## src/hdl/bsll_pkg.sv

```systemverilog
// ----------------------------------------------------------------------------
// Bounded list engine package
// Shared sizes, operation and status codes, state encoding and the command
// and status structs used between the engine and its slot map.
// ----------------------------------------------------------------------------
package bsll_pkg;

   localparam int LIST_CAPACITY = 16;
   localparam int SLOT_W        = (LIST_CAPACITY > 1) ? $clog2(LIST_CAPACITY) : 1;
   localparam int CNT_W         = $clog2(LIST_CAPACITY + 1);
   localparam int KIND_W        = 3;
   localparam int STATUS_W      = 2;
   localparam int ELEM_W        = 32;

   typedef enum logic [KIND_W-1:0] {
      KIND_INS_END  = 3'd0,
      KIND_INS_HEAD = 3'd1,
      KIND_DEL_VAL  = 3'd2,
      KIND_DEL_HEAD = 3'd3,
      KIND_DEL_TAIL = 3'd4,
      KIND_LIST     = 3'd5
   } kind_type;

   typedef enum logic [STATUS_W-1:0] {
      ST_OK        = 2'd0,
      ST_NOT_FOUND = 2'd1,
      ST_EMPTY     = 2'd2,
      ST_FULL      = 2'd3
   } status_type;

   typedef enum logic [5:0] {
      S_IDLE     = 6'b000001,
      S_DISPATCH = 6'b000010,
      S_INS_LINK = 6'b000100,
      S_HEAD_RD  = 6'b001000,
      S_WALK     = 6'b010000,
      S_EMIT     = 6'b100000
   } state_type;

   typedef struct packed {
      logic              alloc_en;
      logic              free_en;
      logic [SLOT_W-1:0] free_slot;
   } map_cmd_type;

   typedef struct packed {
      logic                     any_free;
      logic [SLOT_W-1:0]        low_free;
      logic [LIST_CAPACITY-1:0] in_use;
   } map_stat_type;

endpackage

```

## src/hdl/bsll_ifs.sv

```systemverilog
// ----------------------------------------------------------------------------
// Bounded list engine channels
// Valid/ready channels for operation words and result words.
// ----------------------------------------------------------------------------
interface bsll_req_if;
   logic                                valid;
   logic                                ready;
   logic [bsll_pkg::KIND_W-1:0]         kind;
   logic signed [bsll_pkg::ELEM_W-1:0]  value;

   modport source (output valid, output kind, output value, input ready);
   modport sink   (input valid, input kind, input value, output ready);
endinterface

interface bsll_rsp_if;
   logic                                valid;
   logic                                ready;
   logic [bsll_pkg::STATUS_W-1:0]       status;
   logic signed [bsll_pkg::ELEM_W-1:0]  element;
   logic                                last;

   modport source (output valid, output status, output element, output last, input ready);
   modport sink   (input valid, input status, input element, input last, output ready);
endinterface

```

## src/hdl/bsll_slot_map.sv

```systemverilog
// ----------------------------------------------------------------------------
// Slot occupancy map
// One bit per slot; reports the lowest free slot and takes one allocate and
// one release per cycle.
// ----------------------------------------------------------------------------
module bsll_slot_map (
   input  logic                   clock,
   input  logic                   reset,
   input  bsll_pkg::map_cmd_type  cmd,
   output bsll_pkg::map_stat_type stat
);

   logic [bsll_pkg::LIST_CAPACITY-1:0] used_ff;
   logic [bsll_pkg::LIST_CAPACITY-1:0] used_in;
   logic [bsll_pkg::SLOT_W-1:0]        low_free;

   // Priority encode from the top down so the lowest free slot wins.
   always_comb begin
      low_free = '0;
      for (int i = bsll_pkg::LIST_CAPACITY - 1; i >= 0; i--) begin
         if (!used_ff[i]) begin
            low_free = bsll_pkg::SLOT_W'(i);
         end
      end
   end

   always_comb begin
      used_in = used_ff;
      if (cmd.alloc_en) begin
         used_in[low_free] = 1'b1;
      end
      if (cmd.free_en) begin
         used_in[cmd.free_slot] = 1'b0;
      end
   end

   always_ff @(posedge clock) begin
      if (reset) begin
         used_ff <= '0;
      end else begin
         used_ff <= used_in;
      end
   end

   assign stat.any_free = ~&used_ff;
   assign stat.low_free = low_free;
   assign stat.in_use   = used_ff;

endmodule

```

## src/hdl/bounded_singly_linked_list.sv

```systemverilog
// ----------------------------------------------------------------------------
// Bounded singly linked list engine
// Fixed-capacity list kept in a value memory and a successor-link memory.
// ----------------------------------------------------------------------------
// Each word on req_ch is one operation (kind, value): insert at end, insert
// at head, delete the first node equal to value, delete head, delete tail, or
// list the contents. Kinds six and seven are dropped with no result word.
// Every other operation gives one result word on rsp_ch with last set, except
// a listing, which gives one word per element from head to tail, the final
// one flagged with last; an empty list gives one word with status empty.
// The engine handles one operation at a time. Inserts, delete head and any
// operation on an empty list go from dispatch (via the link step or head
// read where needed) to the emit state and then back to idle, where the next
// operation is taken. Delete by value, delete tail and listing follow the
// successor links with one read of the link memory per cycle; a listing
// reads on only while the output register is free to take its word.
// Results go through an output register, so a new operation is accepted
// while the last result word still waits for the receiver. When rsp_ch
// stalls, the engine holds its walk and the output word until it is taken.
// Reset clears the occupancy map, head, tail and count, giving an empty
// list at once; the memories themselves are not cleared.
// ----------------------------------------------------------------------------
module bounded_singly_linked_list (
   input  logic       clock,
   input  logic       reset,
   bsll_req_if.sink   req_ch,
   bsll_rsp_if.source rsp_ch
);

   localparam int SW = bsll_pkg::SLOT_W;
   localparam int CW = bsll_pkg::CNT_W;
   localparam int EW = bsll_pkg::ELEM_W;

   // Memories and their registered read ports.
   logic signed [EW-1:0] val_mem  [bsll_pkg::LIST_CAPACITY];
   logic [SW-1:0]        link_mem [bsll_pkg::LIST_CAPACITY];
   logic signed [EW-1:0] val_q;
   logic [SW-1:0]        link_q;
   logic                 rd_en;
   logic [SW-1:0]        rd_addr;
   logic                 val_we;
   logic [SW-1:0]        val_waddr;
   logic signed [EW-1:0] val_wdata;
   logic                 link_we;
   logic [SW-1:0]        link_waddr;
   logic [SW-1:0]        link_wdata;

   // Control and list registers.
   bsll_pkg::state_type  state_ff, state_in;
   logic [bsll_pkg::KIND_W-1:0] op_kind_ff, op_kind_in;
   logic signed [EW-1:0] op_value_ff, op_value_in;
   logic [SW-1:0]        head_ff, head_in;
   logic [SW-1:0]        tail_ff, tail_in;
   logic [CW-1:0]        cnt_ff, cnt_in;
   logic [SW-1:0]        cur_ff, cur_in;
   logic [SW-1:0]        prev_ff, prev_in;
   logic [CW-1:0]        n_ff, n_in;
   bsll_pkg::status_type res_status_ff, res_status_in;
   logic signed [EW-1:0] res_element_ff, res_element_in;

   // Output register.
   logic                 rsp_valid_ff, rsp_valid_in;
   bsll_pkg::status_type rsp_status_ff, rsp_status_in;
   logic signed [EW-1:0] rsp_element_ff, rsp_element_in;
   logic                 rsp_last_ff, rsp_last_in;

   bsll_pkg::map_cmd_type  map_cmd;
   bsll_pkg::map_stat_type map_stat;

   logic out_free;
   logic at_last;
   logic list_full;
   logic release_cur;

   bsll_slot_map u_slot_map (
      .clock (clock),
      .reset (reset),
      .cmd   (map_cmd),
      .stat  (map_stat)
   );

   // Accesses never overlap: every write completes before the engine returns
   // to idle, and the next read is issued no earlier than the cycle after.
   always_ff @(posedge clock) begin
      if (val_we) begin
         val_mem[val_waddr] <= val_wdata;
      end
      if (rd_en) begin
         val_q <= val_mem[rd_addr];
      end
   end

   always_ff @(posedge clock) begin
      if (link_we) begin
         link_mem[link_waddr] <= link_wdata;
      end
      if (rd_en) begin
         link_q <= link_mem[rd_addr];
      end
   end

   assign out_free  = !rsp_valid_ff || rsp_ch.ready;
   assign at_last   = (n_ff + CW'(1)) == cnt_ff;
   assign list_full = (cnt_ff >= CW'(bsll_pkg::LIST_CAPACITY)) || !map_stat.any_free;

   always_comb begin
      state_in       = state_ff;
      op_kind_in     = op_kind_ff;
      op_value_in    = op_value_ff;
      head_in        = head_ff;
      tail_in        = tail_ff;
      cnt_in         = cnt_ff;
      cur_in         = cur_ff;
      prev_in        = prev_ff;
      n_in           = n_ff;
      res_status_in  = res_status_ff;
      res_element_in = res_element_ff;
      rsp_valid_in   = rsp_valid_ff && !rsp_ch.ready;
      rsp_status_in  = rsp_status_ff;
      rsp_element_in = rsp_element_ff;
      rsp_last_in    = rsp_last_ff;
      rd_en          = 1'b0;
      rd_addr        = head_ff;
      val_we         = 1'b0;
      val_waddr      = map_stat.low_free;
      val_wdata      = op_value_ff;
      link_we        = 1'b0;
      link_waddr     = map_stat.low_free;
      link_wdata     = '0;
      map_cmd        = '0;
      release_cur    = 1'b0;

      case (state_ff)
         bsll_pkg::S_IDLE: begin
            if (req_ch.valid) begin
               op_kind_in  = req_ch.kind;
               op_value_in = req_ch.value;
               state_in    = bsll_pkg::S_DISPATCH;
            end
         end

         bsll_pkg::S_DISPATCH: begin
            cur_in         = head_ff;
            prev_in        = head_ff;
            n_in           = '0;
            res_status_in  = bsll_pkg::ST_OK;
            res_element_in = '0;
            case (bsll_pkg::kind_type'(op_kind_ff))
               bsll_pkg::KIND_INS_END, bsll_pkg::KIND_INS_HEAD: begin
                  state_in = bsll_pkg::S_EMIT;
                  if (list_full) begin
                     res_status_in = bsll_pkg::ST_FULL;
                  end else begin
                     val_we           = 1'b1;
                     link_we          = 1'b1;
                     map_cmd.alloc_en = 1'b1;
                     cnt_in           = cnt_ff + CW'(1);
                     if (cnt_ff == '0) begin
                        head_in = map_stat.low_free;
                        tail_in = map_stat.low_free;
                     end else if (op_kind_ff == bsll_pkg::KIND_INS_HEAD) begin
                        link_wdata = head_ff;
                        head_in    = map_stat.low_free;
                     end else begin
                        // The old tail still has to point at the new node.
                        prev_in  = tail_ff;
                        cur_in   = map_stat.low_free;
                        tail_in  = map_stat.low_free;
                        state_in = bsll_pkg::S_INS_LINK;
                     end
                  end
               end
               bsll_pkg::KIND_DEL_VAL, bsll_pkg::KIND_DEL_HEAD,
               bsll_pkg::KIND_DEL_TAIL, bsll_pkg::KIND_LIST: begin
                  if (cnt_ff == '0) begin
                     res_status_in = bsll_pkg::ST_EMPTY;
                     state_in      = bsll_pkg::S_EMIT;
                  end else begin
                     rd_en   = 1'b1;
                     rd_addr = head_ff;
                     if (op_kind_ff == bsll_pkg::KIND_DEL_HEAD) begin
                        state_in = bsll_pkg::S_HEAD_RD;
                     end else begin
                        state_in = bsll_pkg::S_WALK;
                     end
                  end
               end
               default: begin
                  state_in = bsll_pkg::S_IDLE;
               end
            endcase
         end

         bsll_pkg::S_INS_LINK: begin
            link_we    = 1'b1;
            link_waddr = prev_ff;
            link_wdata = cur_ff;
            state_in   = bsll_pkg::S_EMIT;
         end

         bsll_pkg::S_HEAD_RD: begin
            res_element_in = val_q;
            head_in        = link_q;
            release_cur    = 1'b1;
            state_in       = bsll_pkg::S_EMIT;
         end

         bsll_pkg::S_WALK: begin
            case (bsll_pkg::kind_type'(op_kind_ff))
               bsll_pkg::KIND_LIST: begin
                  if (out_free) begin
                     rsp_valid_in   = 1'b1;
                     rsp_status_in  = bsll_pkg::ST_OK;
                     rsp_element_in = val_q;
                     rsp_last_in    = at_last;
                     if (at_last) begin
                        state_in = bsll_pkg::S_IDLE;
                     end else begin
                        cur_in  = link_q;
                        n_in    = n_ff + CW'(1);
                        rd_en   = 1'b1;
                        rd_addr = link_q;
                     end
                  end
               end
               bsll_pkg::KIND_DEL_VAL: begin
                  if (val_q == op_value_ff) begin
                     if (n_ff == '0) begin
                        head_in = link_q;
                     end else begin
                        link_we    = 1'b1;
                        link_waddr = prev_ff;
                        link_wdata = link_q;
                        if (cur_ff == tail_ff) begin
                           tail_in = prev_ff;
                        end
                     end
                     release_cur    = 1'b1;
                     res_element_in = op_value_ff;
                     state_in       = bsll_pkg::S_EMIT;
                  end else if (at_last) begin
                     res_status_in = bsll_pkg::ST_NOT_FOUND;
                     state_in      = bsll_pkg::S_EMIT;
                  end else begin
                     prev_in = cur_ff;
                     cur_in  = link_q;
                     n_in    = n_ff + CW'(1);
                     rd_en   = 1'b1;
                     rd_addr = link_q;
                  end
               end
               bsll_pkg::KIND_DEL_TAIL: begin
                  if (at_last) begin
                     res_element_in = val_q;
                     if (cnt_ff > CW'(1)) begin
                        tail_in = prev_ff;
                     end
                     release_cur = 1'b1;
                     state_in    = bsll_pkg::S_EMIT;
                  end else begin
                     prev_in = cur_ff;
                     cur_in  = link_q;
                     n_in    = n_ff + CW'(1);
                     rd_en   = 1'b1;
                     rd_addr = link_q;
                  end
               end
               default: begin
                  state_in = bsll_pkg::S_IDLE;
               end
            endcase
         end

         bsll_pkg::S_EMIT: begin
            if (out_free) begin
               rsp_valid_in   = 1'b1;
               rsp_status_in  = res_status_ff;
               rsp_element_in = res_element_ff;
               rsp_last_in    = 1'b1;
               state_in       = bsll_pkg::S_IDLE;
            end
         end

         default: begin
            state_in = bsll_pkg::S_IDLE;
         end
      endcase

      // Releasing the current node; an emptied list parks head and tail at zero.
      if (release_cur) begin
         map_cmd.free_en   = 1'b1;
         map_cmd.free_slot = cur_ff;
         cnt_in            = cnt_ff - CW'(1);
         if (cnt_ff == CW'(1)) begin
            head_in = '0;
            tail_in = '0;
         end
      end
   end

   always_ff @(posedge clock) begin
      if (reset) begin
         state_ff     <= bsll_pkg::S_IDLE;
         head_ff      <= '0;
         tail_ff      <= '0;
         cnt_ff       <= '0;
         rsp_valid_ff <= 1'b0;
      end else begin
         state_ff     <= state_in;
         head_ff      <= head_in;
         tail_ff      <= tail_in;
         cnt_ff       <= cnt_in;
         rsp_valid_ff <= rsp_valid_in;
      end
      op_kind_ff     <= op_kind_in;
      op_value_ff    <= op_value_in;
      cur_ff         <= cur_in;
      prev_ff        <= prev_in;
      n_ff           <= n_in;
      res_status_ff  <= res_status_in;
      res_element_ff <= res_element_in;
      rsp_status_ff  <= rsp_status_in;
      rsp_element_ff <= rsp_element_in;
      rsp_last_ff    <= rsp_last_in;
   end

   assign req_ch.ready   = (state_ff == bsll_pkg::S_IDLE);
   assign rsp_ch.valid   = rsp_valid_ff;
   assign rsp_ch.status  = rsp_status_ff;
   assign rsp_ch.element = rsp_element_ff;
   assign rsp_ch.last    = rsp_last_ff;

   // The occupancy map and the element count must always agree.
   a_map_matches_count: assert property (@(posedge clock) disable iff (reset)
      $countones(map_stat.in_use) == 32'(cnt_ff))
      else $error("slot map population differs from entry count");

   a_count_bounded: assert property (@(posedge clock) disable iff (reset)
      cnt_ff <= CW'(bsll_pkg::LIST_CAPACITY))
      else $error("entry count above capacity");

   a_count_steps: assert property (@(posedge clock) disable iff (reset)
      !$past(reset) |-> (cnt_ff == $past(cnt_ff)) ||
                        (cnt_ff == $past(cnt_ff) + CW'(1)) ||
                        (cnt_ff == $past(cnt_ff) - CW'(1)))
      else $error("entry count moved by more than one");

   a_empty_parks_ends: assert property (@(posedge clock) disable iff (reset)
      (state_ff == bsll_pkg::S_IDLE) && (cnt_ff == '0) |->
         (head_ff == '0) && (tail_ff == '0))
      else $error("empty list with head or tail not at slot zero");

endmodule
```

## src/flat_wrapper.sv

```systemverilog
// flat-port wrapper written by rule: the top's interface ports become plain ports
module bounded_singly_linked_list_flat 
  (clock, reset, req_ch_valid, req_ch_kind, req_ch_value, req_ch_ready, rsp_ch_valid, rsp_ch_status, rsp_ch_element, rsp_ch_last, rsp_ch_ready);
  bsll_req_if req_ch_i ();
  bsll_rsp_if rsp_ch_i ();
  input  logic clock;
  input  logic reset;
  input wire logic [$bits(req_ch_i.valid)-1:0] req_ch_valid;
  input wire logic [$bits(req_ch_i.kind)-1:0] req_ch_kind;
  input wire logic [$bits(req_ch_i.value)-1:0] req_ch_value;
  output wire logic [$bits(req_ch_i.ready)-1:0] req_ch_ready;
  output wire logic [$bits(rsp_ch_i.valid)-1:0] rsp_ch_valid;
  output wire logic [$bits(rsp_ch_i.status)-1:0] rsp_ch_status;
  output wire logic [$bits(rsp_ch_i.element)-1:0] rsp_ch_element;
  output wire logic [$bits(rsp_ch_i.last)-1:0] rsp_ch_last;
  input wire logic [$bits(rsp_ch_i.ready)-1:0] rsp_ch_ready;
  assign req_ch_i.valid = req_ch_valid;
  assign req_ch_i.kind = req_ch_kind;
  assign req_ch_i.value = req_ch_value;
  assign req_ch_ready = req_ch_i.ready;
  assign rsp_ch_valid = rsp_ch_i.valid;
  assign rsp_ch_status = rsp_ch_i.status;
  assign rsp_ch_element = rsp_ch_i.element;
  assign rsp_ch_last = rsp_ch_i.last;
  assign rsp_ch_i.ready = rsp_ch_ready;
  bounded_singly_linked_list u_core (.clock(clock), .reset(reset), .req_ch(req_ch_i), .rsp_ch(rsp_ch_i));
endmodule
```

## config.mk

```make
export PLATFORM = sky130hd
export DESIGN_NAME = bounded_singly_linked_list_flat
export DESIGN_NICKNAME = d
export VERILOG_FILES = /design/src/hdl/bsll_pkg.sv /design/src/hdl/bsll_ifs.sv /design/src/hdl/bsll_slot_map.sv /design/src/hdl/bounded_singly_linked_list.sv /design/src/flat_wrapper.sv
export SDC_FILE = /design/constraint.sdc
export NUM_CORES = 1
export LEC_CHECK = 0
export ABC_AREA = 1
export ABC_CLOCK_PERIOD_IN_PS = 4850
export BUFFER_PORTS_ARGS = -buffer_cell sky130_fd_sc_hd__buf_2
export CAP_MARGIN = 20
export CORE_MARGIN = 1.5
export CORE_UTILIZATION = 30
export DETAILED_ROUTE_END_ITERATION = 7
export GPL_TIMING_DRIVEN = 0
export PLACE_DENSITY_LB_ADDON = 0.08
export SKIP_LAST_GASP = 1
export SYNTH_ARGS = -nofsm -noshare
export SYNTH_HDL_FRONTEND = slang
export SYNTH_SLANG_ARGS = --single-unit
```

## constraint.sdc

```tcl
create_clock -name clock -period 4.85 [get_ports clock]
set_clock_uncertainty 0.2 [all_clocks]
set_input_delay 0.2425 -clock clock [delete_from_list [all_inputs] [get_ports clock]]
set_output_delay 0.2425 -clock clock [all_outputs]
set_load 0.01 [all_outputs]
```

Word level (Yosys, flattened, before mapping)
Memory sizes are Yosys's and may differ from the RTL's. A register that Yosys moved wholly into a read port is not among the register bits.
Index checks and enable logic that the tools add are counted.

word-level totals
  logic and storage cells = 238
  memories kept = 2
  input bits = 39
  RAM bits = 576
  bits in registers = 153

memory list
  name             words  width  read ports  clocked after memory_dff  wr ports  RTL line                          RTL
  u_core.val_mem   16     32     1           1                         1         bounded_singly_linked_list.sv:35  logic signed [EW-1:0] val_mem [bsll_pkg::LIST_CAPACITY];
  u_core.link_mem  16     4      1           1                         1         bounded_singly_linked_list.sv:36  logic [SW-1:0] link_mem [bsll_pkg::LIST_CAPACITY];

operators by class
  eq/ne operators = 30
  bitwise operators = 3
  mux-type cells = 151
  reductions and logical operators = 27
  $lt $le $gt $ge = 6
  add/sub/neg operators = 3

operators by type and width
  kind                                            number
  two-way mux 4 bit                               63
  two-way mux 32 bit                              5
  case mux 32 bit (2 select lines)                2
  case mux 32 bit (3 select lines)                1
  two-way mux 6 bit                               10
  case mux 4 bit (2 select lines)                 6
  case mux 4 bit (3 select lines)                 4
  two-way mux 5 bit                               9
  equality test 32 bit                            1
  two-way mux 16 bit                              2
  case mux 6 bit (5 select lines)                 1
  two-way mux 1 bit                               24
  AND reduction 4 bit                             5
  case mux 6 bit (3 select lines)                 1
  AND 16 bit                                      1
  two-way mux 2 bit                               8
  NOT 16 bit                                      1
  OR 16 bit                                       1
  AND reduction 16 bit                            1
  != test 3 x 2 -> 1 bit (second input constant)  5
  case mux 5 bit (3 select lines)                 1
  case mux 2 bit (2 select lines)                 3
  case mux 6 bit (2 select lines)                 1
  adder 5 x 1 -> 5 bit (second input constant)    2
  36 further kinds                                62

Depth between registers and ports, before layout
Gate-level depths: netlist (run 1).

  depth after elaboration = 24
  mapped depth = 22

Modules after synthesis
From an unflattened synthesis (run 1), not the netlist that was laid out.

unflattened totals
  cells, all modules = 3359
  area, all modules = 34230.3 um^2

by module, submodules not included
  module                      area an instance (um^2)  cells an instance  instances
  bounded_singly_linked_list  33265.7                  3218               1
  bsll_slot_map               964.7                    141                1

Worst setup path after synthesis (run 1)
OpenSTA, ideal clock, no wires.

  kind = flip-flop to flip-flop
  start = register u_core.u_slot_map.used_ff[0] (netlist bit)
  end = memory u_core.val_mem[8][0] (netlist bit) (enable)
  arrival time = 2952 ps
  library setup time = 423 ps
  stages on the path, launching flop included = 13
  path slack = 1275 ps
  period minus slack after synthesis = 3575 ps
  cell sequence = dfxtp_1 nand2_1 inv_1 nand3_1 nor2_1 a21oi_1 nand2_1 nor2_1 clkbuf_1 nand2_1 nor2_1 inv_1 nor2_1

on the way
  longest elaborated chain between the ends = 7
  elaborated cells on any way between the ends = 8

RTL lines
  what                                     RTL line                           RTL
  start: declaration                       bsll_slot_map.sv:13                logic [bsll_pkg::LIST_CAPACITY-1:0] used_ff;
  start signal: assignment                 bsll_slot_map.sv:41                used_ff <= used_in;
  AND reduction 16 bit                     bsll_slot_map.sv:45                assign stat.any_free = ~&used_ff;
  logical OR 1 bit                         bounded_singly_linked_list.sv:104  assign list_full = (cnt_ff >= CW'(bsll_pkg::LIST_CAPACITY)) || !map_stat.any_free;
  two-way mux 1 bit                        bounded_singly_linked_list.sv:151  if (list_full) begin
  two-way mux 1 bit                        bounded_singly_linked_list.sv:148  case (bsll_pkg::kind_type'(op_kind_ff))
  two-way mux 1 bit                        bounded_singly_linked_list.sv:133  case (state_ff)
  two-way mux 1 bit                        bounded_singly_linked_list.sv:85   if (val_we) begin
  two-way mux 1 bit (not written as such)  bounded_singly_linked_list.sv:86   val_mem[val_waddr] <= val_wdata;
  end: declaration                         bounded_singly_linked_list.sv:35

Several ways; a longest one is shown, not always the timed one.

Worst setup path after layout (run 1)
  start = register u_core.op_value_ff[20]
  end = register u_core.val_q[11], read port of u_core.val_mem, data pin

on the way
  longest elaborated chain between the ends = 4
  elaborated cells on any way between the ends = 7

RTL lines
  what                                                                                       RTL line                           RTL
  start: declaration                                                                         bounded_singly_linked_list.sv:51   logic signed [EW-1:0] op_value_ff, op_value_in;
  start signal: assignment                                                                   bounded_singly_linked_list.sv:316  op_value_ff <= op_value_in;
  equality test 32 bit (*)                                                                   bounded_singly_linked_list.sv:227  if (val_q == op_value_ff) begin
  two-way mux 1 bit / two-way mux 4 bit (equally long branches)                              bounded_singly_linked_list.sv:227
  case mux 1 bit (3 select lines) / case mux 4 bit (3 select lines) (equally long branches)  bounded_singly_linked_list.sv:209  case (bsll_pkg::kind_type'(op_kind_ff))
  case mux 1 bit (2 select lines) / two-way mux 4 bit (equally long branches)                n/a
  end: declaration                                                                           bounded_singly_linked_list.sv:37   logic signed [EW-1:0] val_q;

Every way passes the cells marked *; elsewhere a longest branch is shown, timed or not.
A chain may end at the register's enable or synchronous reset.

==> results by group, run 1 <==
Outcome
  – Outcome: completed

Critical path
  – Crit path DAT: 5.10 ns
  – WP buf/inv: 3
  – Worst path required time: 5.15 ns
  – Nature of the critical path endpoint: flip-flop
  – Cell with the largest stage delay on the worst path: edfxtp_1
  – Worst Path Max Fanout: 18
  – Reg2reg path depth: 17
  – Critical R2R Launch: u_core.op_value_ff[20]
  – Reg2Reg Setup Slack: 0.05 ns
  – Worst R2R End: u_core.val_q[11]
  – Kind of critical path: reg -> reg
  – Top Family by Delay on Critical Path: simple AND/OR/NAND/NOR gates
  – Cell mode on critical path: nand2_1
  – Peak per-stage delay on the critical path: 0.73 ns
  – Setup crit start kind: flip-flop
  – Worst-path cell chain: xnor2_2 -> nand2_1 -> nor2_1 -> nand2_1 -> nor2_1 -> nand2_1 -> nand2_1 -> nand3_1 -> nand2_1 -> nand2_2 -> inv_4 -> buf_2 -> buf_2 -> nand2_1 -> nand3_1 -> nand3_1 -> nand2_1

Final layout
  – Share of cells above drive strength 1: 0.120
  – Most common cell after layout, fill and taps aside: nand2_1
  – Most frequent cells in the layout: 840 x nand2_1, 729 x edfxtp_1, 711 x nand3_1
  – Nets@finish: 3607
  – Area growth syn-to-layout: 18.8%

Detailed routing
  – Routed via count: 24566
  – Remaining DRCs: 0
  – Final ANT Viol Nets: 0
  – Starting DRT DRC Count: 2155
  – Vias per cell: 4.79
  – Post-Route WL: 124000 um
  – Drt pass-1 iters: 5
  – Post-DR wirelength/cell: 24.1 um

Timing
  – Slew @ Worst Pin: 1.13 ns
  – Fmax: 0.208 GHz
  – RSZ-0062 raised after global routing: no
  – Minimum clock period: 4.80 ns
  – Setup violators final: 0
  – Setup TNS: 0 ns
  – Setup ws final: 0.0524 ns
  – Final period utilization: 0.989
  – Final Max Tran Viols: 0
  – Final Hold Viols: 0
  – Max-slew headroom: 0.249

Placed design
  – GP Congestion: 0.835
  – Pre-CTS WS: -0.588 ns
  – HPWL after DPL: 84000 um
  – PortBufs: 75

Power and ir drop
  – Int Power: 0.0113 W
  – Comb power frac: 0.039
  – Pwr Density: 364 nW/um^2
  – Flop pwr share: 0.504
  – Design Power: 0.0147 W
  – Clk network pwr share: 0.456
  – Worst vdd ir: 0.219 mV
  – Pleak: 16.0 nW
  – Switching Power: 0.00333 W
  – Sw Share: 0.227

CTS
  – Clock-pin slew on the worst setup and hold paths: 0.06 ns
  – Clk_lat worst skew: 0.66 ns
  – CTS tree: built
  – CTS Sinks: 765
  – Root Buffer: clkbuf_16
  – Clock Tree Buf Depth: 3
  – CTS buffer count: 92
  – H-tree levels: 3

Run
  – Max_cap viols: 0

Synthesis
  – Sequential share of the synthesized area: 0.667
  – Synth cell types: 48
  – Mapped Nets: 3350
  – Asr flop ratio synth: 0
  – Mapped Area: 33900 sq um
  – Primary FF master, synth: edfxtp_1
  – Syn Inst Count: 3303
  – Synth warnings: 0
  – Synthesized flop and latch total: 765
  – Syn Area/Cell: 10.3 sq um
  – Number of synthesized flops with an enable pin: 729

Global route
  – Vias in the first global route: 23927
  – Gr usage total: 0.213
  – Overflow after GRT: 0
  – Initial antenna violation count: 2
  – Largest net degree at the start of global routing: 26
  – First-pass GRT wire length: 175000 um

Min path
  – Hold path cells: 2
  – Hold path endpoint: u_core.op_value_ff[27]
  – Worst min-delay path class: in -> reg
  – Worst min-delay path startpoint: req_ch_value[27]

Floorplan
  – Chip height: 339 um
  – Starting Density: 0.302
  – Io pins: 76
  – Die ar.: 115000 sq um
  – Site row count: 123
  – CORE AREA: 112000 sq um
  – Die width: 339 um
==> cell type report <==
class                   count  area (sq um)
fillers                 11446         72000
flip-flops and latches    765         22600
multi-input cells        1919          8930
clock buffers             118          2450
well taps                1500          1880
inverters                 449          1690
repair buffers            163          1510
plain buffers             170           835
clock inverters            47           392
diodes                      1          2.50
==> cells by family (layout without fill, tap and decap cells) <==
logic type | Yosys count | count (layout) | synth area share
adders and majority gates | 8 | 8 | 0.00295
and+or+nand+nor | 1675 | 1675 | 0.216
DFF | 765 | 765 | 0.667
other | 0 | 1 | 0
AOI/OAI and AO/OA | 214 | 214 | 0.0352
xor gates and xnor gates | 22 | 22 | 0.00568
buffers and inverters | 619 | 947 | 0.0738
==> worst register-to-register path, cell delays in order (launching register included) <==
cell      delay, ns
edfxtp_1       0.73
xnor2_2        0.43
nand2_1        0.09
nor2_1         0.08
nand2_1        0.10
nor2_1         0.31
nand2_1        0.12
nand2_1        0.12
nand3_1        0.09
nand2_1        0.10
nand2_2        0.33
inv_4          0.27
buf_2          0.48
buf_2          0.53
nand2_1        0.13
nand3_1        0.12
nand3_1        0.21
nand2_1        0.20
==> routing by layer <==
metal | GRT usage | up-vias | wire, um
met1 | 0.300 | 12098 | 57200
met3 | 0.0267 | 129 | 6330
li1 | - | 11716 | -
met5 | 0 | - | 20
met4 | 0.0559 | 2 | 2710
met2 | 0.345 | 621 | 57300
==> through the flow <==
stage	instances	hold slack [ns]	util	area, sq um
after floorplan	3303	0.115	-	33900
after global placement	4878	0.220	0.322	36200
after detailed placement	4909	0.221	0.328	36900
after CTS	5128	0.0413	0.358	40300
after global routing	5131	0.0740	0.359	40300
final	5132	0.0869	0.359	40300
==> worst max path at each step <==
stage	from	endpoint	slack, ns	cells after the start
detailed placement	u_core.op_value_ff[14]	u_core.val_q[11]	-0.59	15
finish	u_core.op_value_ff[20]	u_core.val_q[11]	0.05	17
global route	u_core.op_value_ff[6]	u_core.val_q[28]	0.003	17
global placement	u_core.u_slot_map.used_ff[0]	u_core.val_mem[12][15]	-1.94	12
floorplan	u_core.u_slot_map.used_ff[0]	u_core.val_mem[8][0]	1.28	12
CTS	u_core.op_value_ff[20]	u_core.val_q[10]	0.006	14
==> power by group through the flow <==
stage / Combinational, W / Sequential (W) / Clock [W]
2_1_floorplan: 0.000265 / 0.00750 / 0
3_3_place_gp: 0.000473 / 0.00759 / 0
3_5_place_dp: 0.000490 / 0.00759 / 0
4_1_cts: 0.000575 / 0.00740 / 0.00685
5_1_grt: 0.000628 / 0.00740 / 0.00709
6_report: 0.000574 / 0.00740 / 0.00670
==> timing repair <==
item                                   4_1_cts  5_1_grt
endpoints found under the hold margin       51        0
setup buffers                               15        3
resized for setup                           12        7
setup endpoints to repair                   96       42
hold buffers                                39        0
cloned                                       0        0
==> cells in the mapped netlist (13+ instances only) <==
master    number  area [sq um]
o22ai_1       21           131
o21ai_0      103           515
nand3_1      711          3560
a21oi_1       55           275
buf_4         13          97.6
inv_1        423          1590
clkbuf_1      60           225
inv_2         23          86.3
dfxtp_1       36           721
edfxtp_1     729         21900
xnor2_1       18           158
nand2_1      842          3160
buf_2         86           430
nor2_1        81           304
==> flip-flops by register name, summed over array words and instances (netlist names), 2 cells and up <==
register,flops
u_core.cnt_ff,5
u_core.cur_ff,4
u_core.head_ff,4
u_core.link_mem,64
u_core.link_q,4
u_core.n_ff,5
u_core.op_kind_ff,3
u_core.op_value_ff,32
u_core.prev_ff,4
u_core.res_element_ff,32
u_core.res_status_ff,2
u_core.rsp_ch.element,32
u_core.rsp_ch.status,2
u_core.state_ff,6
u_core.tail_ff,4
u_core.u_slot_map.used_ff,16
u_core.val_mem,512
u_core.val_q,32
No activity file was read; power rests on OpenSTA's default activity.
==> run 2: changes to the inputs <==
--- a/config.mk
+++ b/config.mk
@@ -8,9 +8,8 @@
 export ABC_AREA = 1
 export ABC_CLOCK_PERIOD_IN_PS = 4850
 export BUFFER_PORTS_ARGS = -buffer_cell sky130_fd_sc_hd__buf_2
-export CAP_MARGIN = 20
 export CORE_MARGIN = 1.5
-export CORE_UTILIZATION = 30
+export CORE_UTILIZATION = 55
 export DETAILED_ROUTE_END_ITERATION = 7
 export GPL_TIMING_DRIVEN = 0
 export PLACE_DENSITY_LB_ADDON = 0.08
@@ -18,3 +17,4 @@
 export SYNTH_ARGS = -nofsm -noshare
 export SYNTH_HDL_FRONTEND = slang
 export SYNTH_SLANG_ARGS = --single-unit
+export TNS_END_PERCENT = 30
==> run 2 against run 1 <==
  * Non-clock buffer count down 15
  * Largest power group unchanged
  * Power down 4.3%
  * Design area down 3.5%
  * Count of clock-buffer cells in the layout down 7
  * Critical path depth down 3
==> results by group, run 2 (same netlist as run 1, synthesis figures left out) <==
Critical path
  – Setup crit start kind: flip-flop (unchanged)
  – Nature of the critical path endpoint: flip-flop (unchanged)
  – Worst-path cell chain: nand2_1 -> nand2_1 -> nand2_1 -> nor2_1 -> nand2_1 -> nor2_1 -> nand3_1 -> nand2_2 -> nor2_1 -> o21ai_4 -> buf_1 -> nand3_1 -> nand3_1 -> nand2_1 (was xnor2_2 -> nand2_1 -> nor2_1 -> nand2_1 -> nor2_1 -> nand2_1 -> nand2_1 -> nand3_1 -> nand2_1 -> nand2_2 -> inv_4 -> buf_2 -> buf_2 -> nand2_1 -> nand3_1 -> nand3_1 -> nand2_1)
  – Cell with the largest stage delay on the worst path: edfxtp_1 (unchanged)
  – Kind of critical path: reg -> reg (unchanged)
  – WP buf/inv: 1 (was 3)
  – Crit path DAT: 4.99 ns (was 5.10 ns)
  – Top Family by Delay on Critical Path: simple AND/OR/NAND/NOR gates (unchanged)
  – Worst path required time: 5.01 ns (was 5.15 ns)
  – Peak per-stage delay on the critical path: 0.83 ns (was 0.73 ns)
  – Reg2reg path depth: 14 (was 17)
  – CP Depth: 14 (was 17)
  – Worst Path Max Fanout: 18 (unchanged)
  – Cell mode on critical path: nand2_1 (unchanged)

Detailed routing
  – Post-DR wirelength/cell: 24.3 um (was 24.1 um)
  – Starting DRT DRC Count: 3455 (was 2155)
  – Vias per cell: 5.88 (was 4.79)
  – Post-Route WL: 107000 um (was 124000 um)
  – Remaining DRCs: 0 (unchanged)
  – Final ANT Viol Nets: 0 (unchanged)
  – Drt pass-1 iters: 8 (was 5)
  – Routed via count: 25763 (was 24566)

Timing
  – Setup TNS: 0 ns (unchanged)
  – Setup ws final: 0.0203 ns (was 0.0524 ns)
  – Slew @ Worst Pin: 1.43 ns (was 1.13 ns)
  – Final period utilization: 0.996 (was 0.989)
  – Fmax: 0.207 GHz (was 0.208 GHz)
  – Max-slew headroom: 0.0427 (was 0.249)
  – Setup violators final: 0 (unchanged)
  – Final Hold Viols: 0 (unchanged)
  – Final Max Tran Viols: 0 (unchanged)
  – RSZ-0062 raised after global routing: no (unchanged)
  – Minimum clock period: 4.83 ns (was 4.80 ns)

Final layout
  – Area growth syn-to-layout: 14.7% (was 18.8%)
  – Share of cells above drive strength 1: 0.110 (was 0.120)
  – Largest regs: u_core.val_mem: 512 flops, u_core.link_mem: 64 flops (unchanged)
  – Most frequent cells in the layout: 840 x nand2_1, 729 x edfxtp_1, 711 x nand3_1 (unchanged)
  – Core Util, Final: 0.641 (was 0.359)
  – Max FFs per register: 512 (unchanged)
  – Filler cells: 4791 (was 11446)
  – N_diodes: 0 (was 1)
  – Nets@finish: 3580 (was 3607)
  – Design Area, Final: 38900 sq um (was 40300 sq um)
  – Most flop-heavy register: u_core.val_mem (unchanged)
  – Most common cell after layout, fill and taps aside: nand2_1 (unchanged)

Placed design
  – Placed cell area: 35800 sq um (was 36900 sq um)
  – HPWL after DPL: 72100 um (was 84000 um)
  – Pre-CTS WS: -0.360 ns (was -0.588 ns)
  – GP Congestion: 0.913 (was 0.835)
  – PortBufs: 75 (unchanged)

Power and ir drop
  – Worst vdd ir: 0.293 mV (was 0.219 mV)
  – Pleak: 15.7 nW (was 16.0 nW)
  – Pwr Density: 361 nW/um^2 (was 364 nW/um^2)

Floorplan
  – Site row count: 90 (was 123)
  – Die width: 251 um (was 339 um)
  – CORE AREA: 60700 sq um (was 112000 sq um)
  – Die ar.: 63200 sq um (was 115000 sq um)
  – Chip height: 251 um (was 339 um)
  – Starting Density: 0.559 (was 0.302)
  – Io pins: 76 (unchanged)

CTS
  – Clock Tree Buf Depth: 3 (unchanged)
  – H-tree levels: 3 (unchanged)
  – CTS tree: built (unchanged)
  – CTS Sinks: 765 (unchanged)
  – Clock-pin slew on the worst setup and hold paths: 0.06 ns (about the same)
  – Clk_lat worst skew: 0.63 ns (was 0.66 ns)
  – CTS buffer count: 80 (was 92)
  – Root Buffer: clkbuf_16 (unchanged)

Global route
  – Largest net degree at the start of global routing: 28 (was 26)
  – Vias in the first global route: 24346 (was 23927)
  – First-pass GRT wire length: 155000 um (was 175000 um)
  – Initial antenna violation count: 0 (was 2)
  – Gr usage total: 0.339 (was 0.213)
  – Overflow after GRT: 0 (unchanged)

Run
  – Max_cap viols: 0 (unchanged)

Min path
  – Worst min-delay path class: in -> reg (unchanged)
  – Hold path cells: 6 (was 2)

Outcome
  – Outcome: completed (unchanged)
[run 2: cell count changes in the layout (fill, tap and decap cells not counted), moves of 3 or more]
cell,previous run,this run
buf_8,7,0
clkinvlp_4,4,1
clkbuf_16,94,84
buf_1,5,8
clkinv_2,20,12
clkbuf_8,1,4
clkinv_1,16,13
[run 2: what timing repair did]
action / 4_1_cts / 5_1_grt
endpoints found under the setup margin: 28 / 39
hold buffers: 37 / 0
pin swaps: 0 / 0
hold endpoints to repair: 53 / 0
buffers inserted: 0 / 15
gates resized for setup: 4 / 11
[run 2: layout make-up]
| class | count | area [sq um] | share of cell area |
|---|---|---|---|
| Buffer | 170 | 817 | 0.0210 |
| Clock buffer | 111 | 2240 | 0.0577 |
| Clock inverter | 34 | 348 | 0.00894 |
| Inverter | 449 | 1690 | 0.0435 |
| Multi-Input combinational cell | 1919 | 8920 | 0.229 |
| Sequential cell | 765 | 22600 | 0.581 |
| Tap cell | 782 | 978 | 0.0252 |
| Timing Repair Buffer | 148 | 1290 | 0.0331 |
[run 2: per-layer routing]
metal  GRT usage  routed length (um)  vias to the layer above
li1            -                   -                    11648
met1       0.466               42500                    12385
met2       0.532               48900                     1478
met3      0.0640               10600                      252
met4       0.143                4640                        0
met5           0                   0                        -
[run 2: power by group]
part | switching, W | internal, W
Clock | 0.00252 | 0.00360
Combinational | 0.000352 | 0.000160
Sequential | 0.000121 | 0.00729
Total | 0.00299 | 0.0111
[run 2: worst paths after layout]
| kind | from | endpoint | slack [ns] |
|---|---|---|---|
| setup reg to reg | u_core.op_value_ff[12] | u_core.link_q[0] | 0.02 |
| setup / recovery | u_core.op_value_ff[12] | u_core.link_q[0] | 0.02 |
| hold / removal | rsp_ch_ready | u_core.rsp_ch.valid | 0.05 |
| hold reg to reg | u_core.u_slot_map.used_ff[5] | u_core.u_slot_map.used_ff[5] | 0.28 |
[run 2: worst register-to-register path: stages, from the launching register on]
cell	delay [ns]
edfxtp_1	0.83
nand2_1	0.11
nand2_1	0.10
nand2_1	0.05
nor2_1	0.23
nand2_1	0.19
nor2_1	0.44
nand3_1	0.35
nand2_2	0.18
nor2_1	0.11
o21ai_4	0.57
buf_1	0.69
nand3_1	0.30
nand3_1	0.15
nand2_1	0.08
[run 2: metrics by stage]
stage,hold slack (ns),total power (W),cells
3_5_place_dp,0.221,0.00802,4180
2_1_floorplan,0.115,0.00776,3303
3_3_place_gp,0.218,0.00800,4160
5_1_grt,0.111,0.0144,4378
4_1_cts,0.0255,0.0141,4362
6_report,0.0532,0.0140,4378
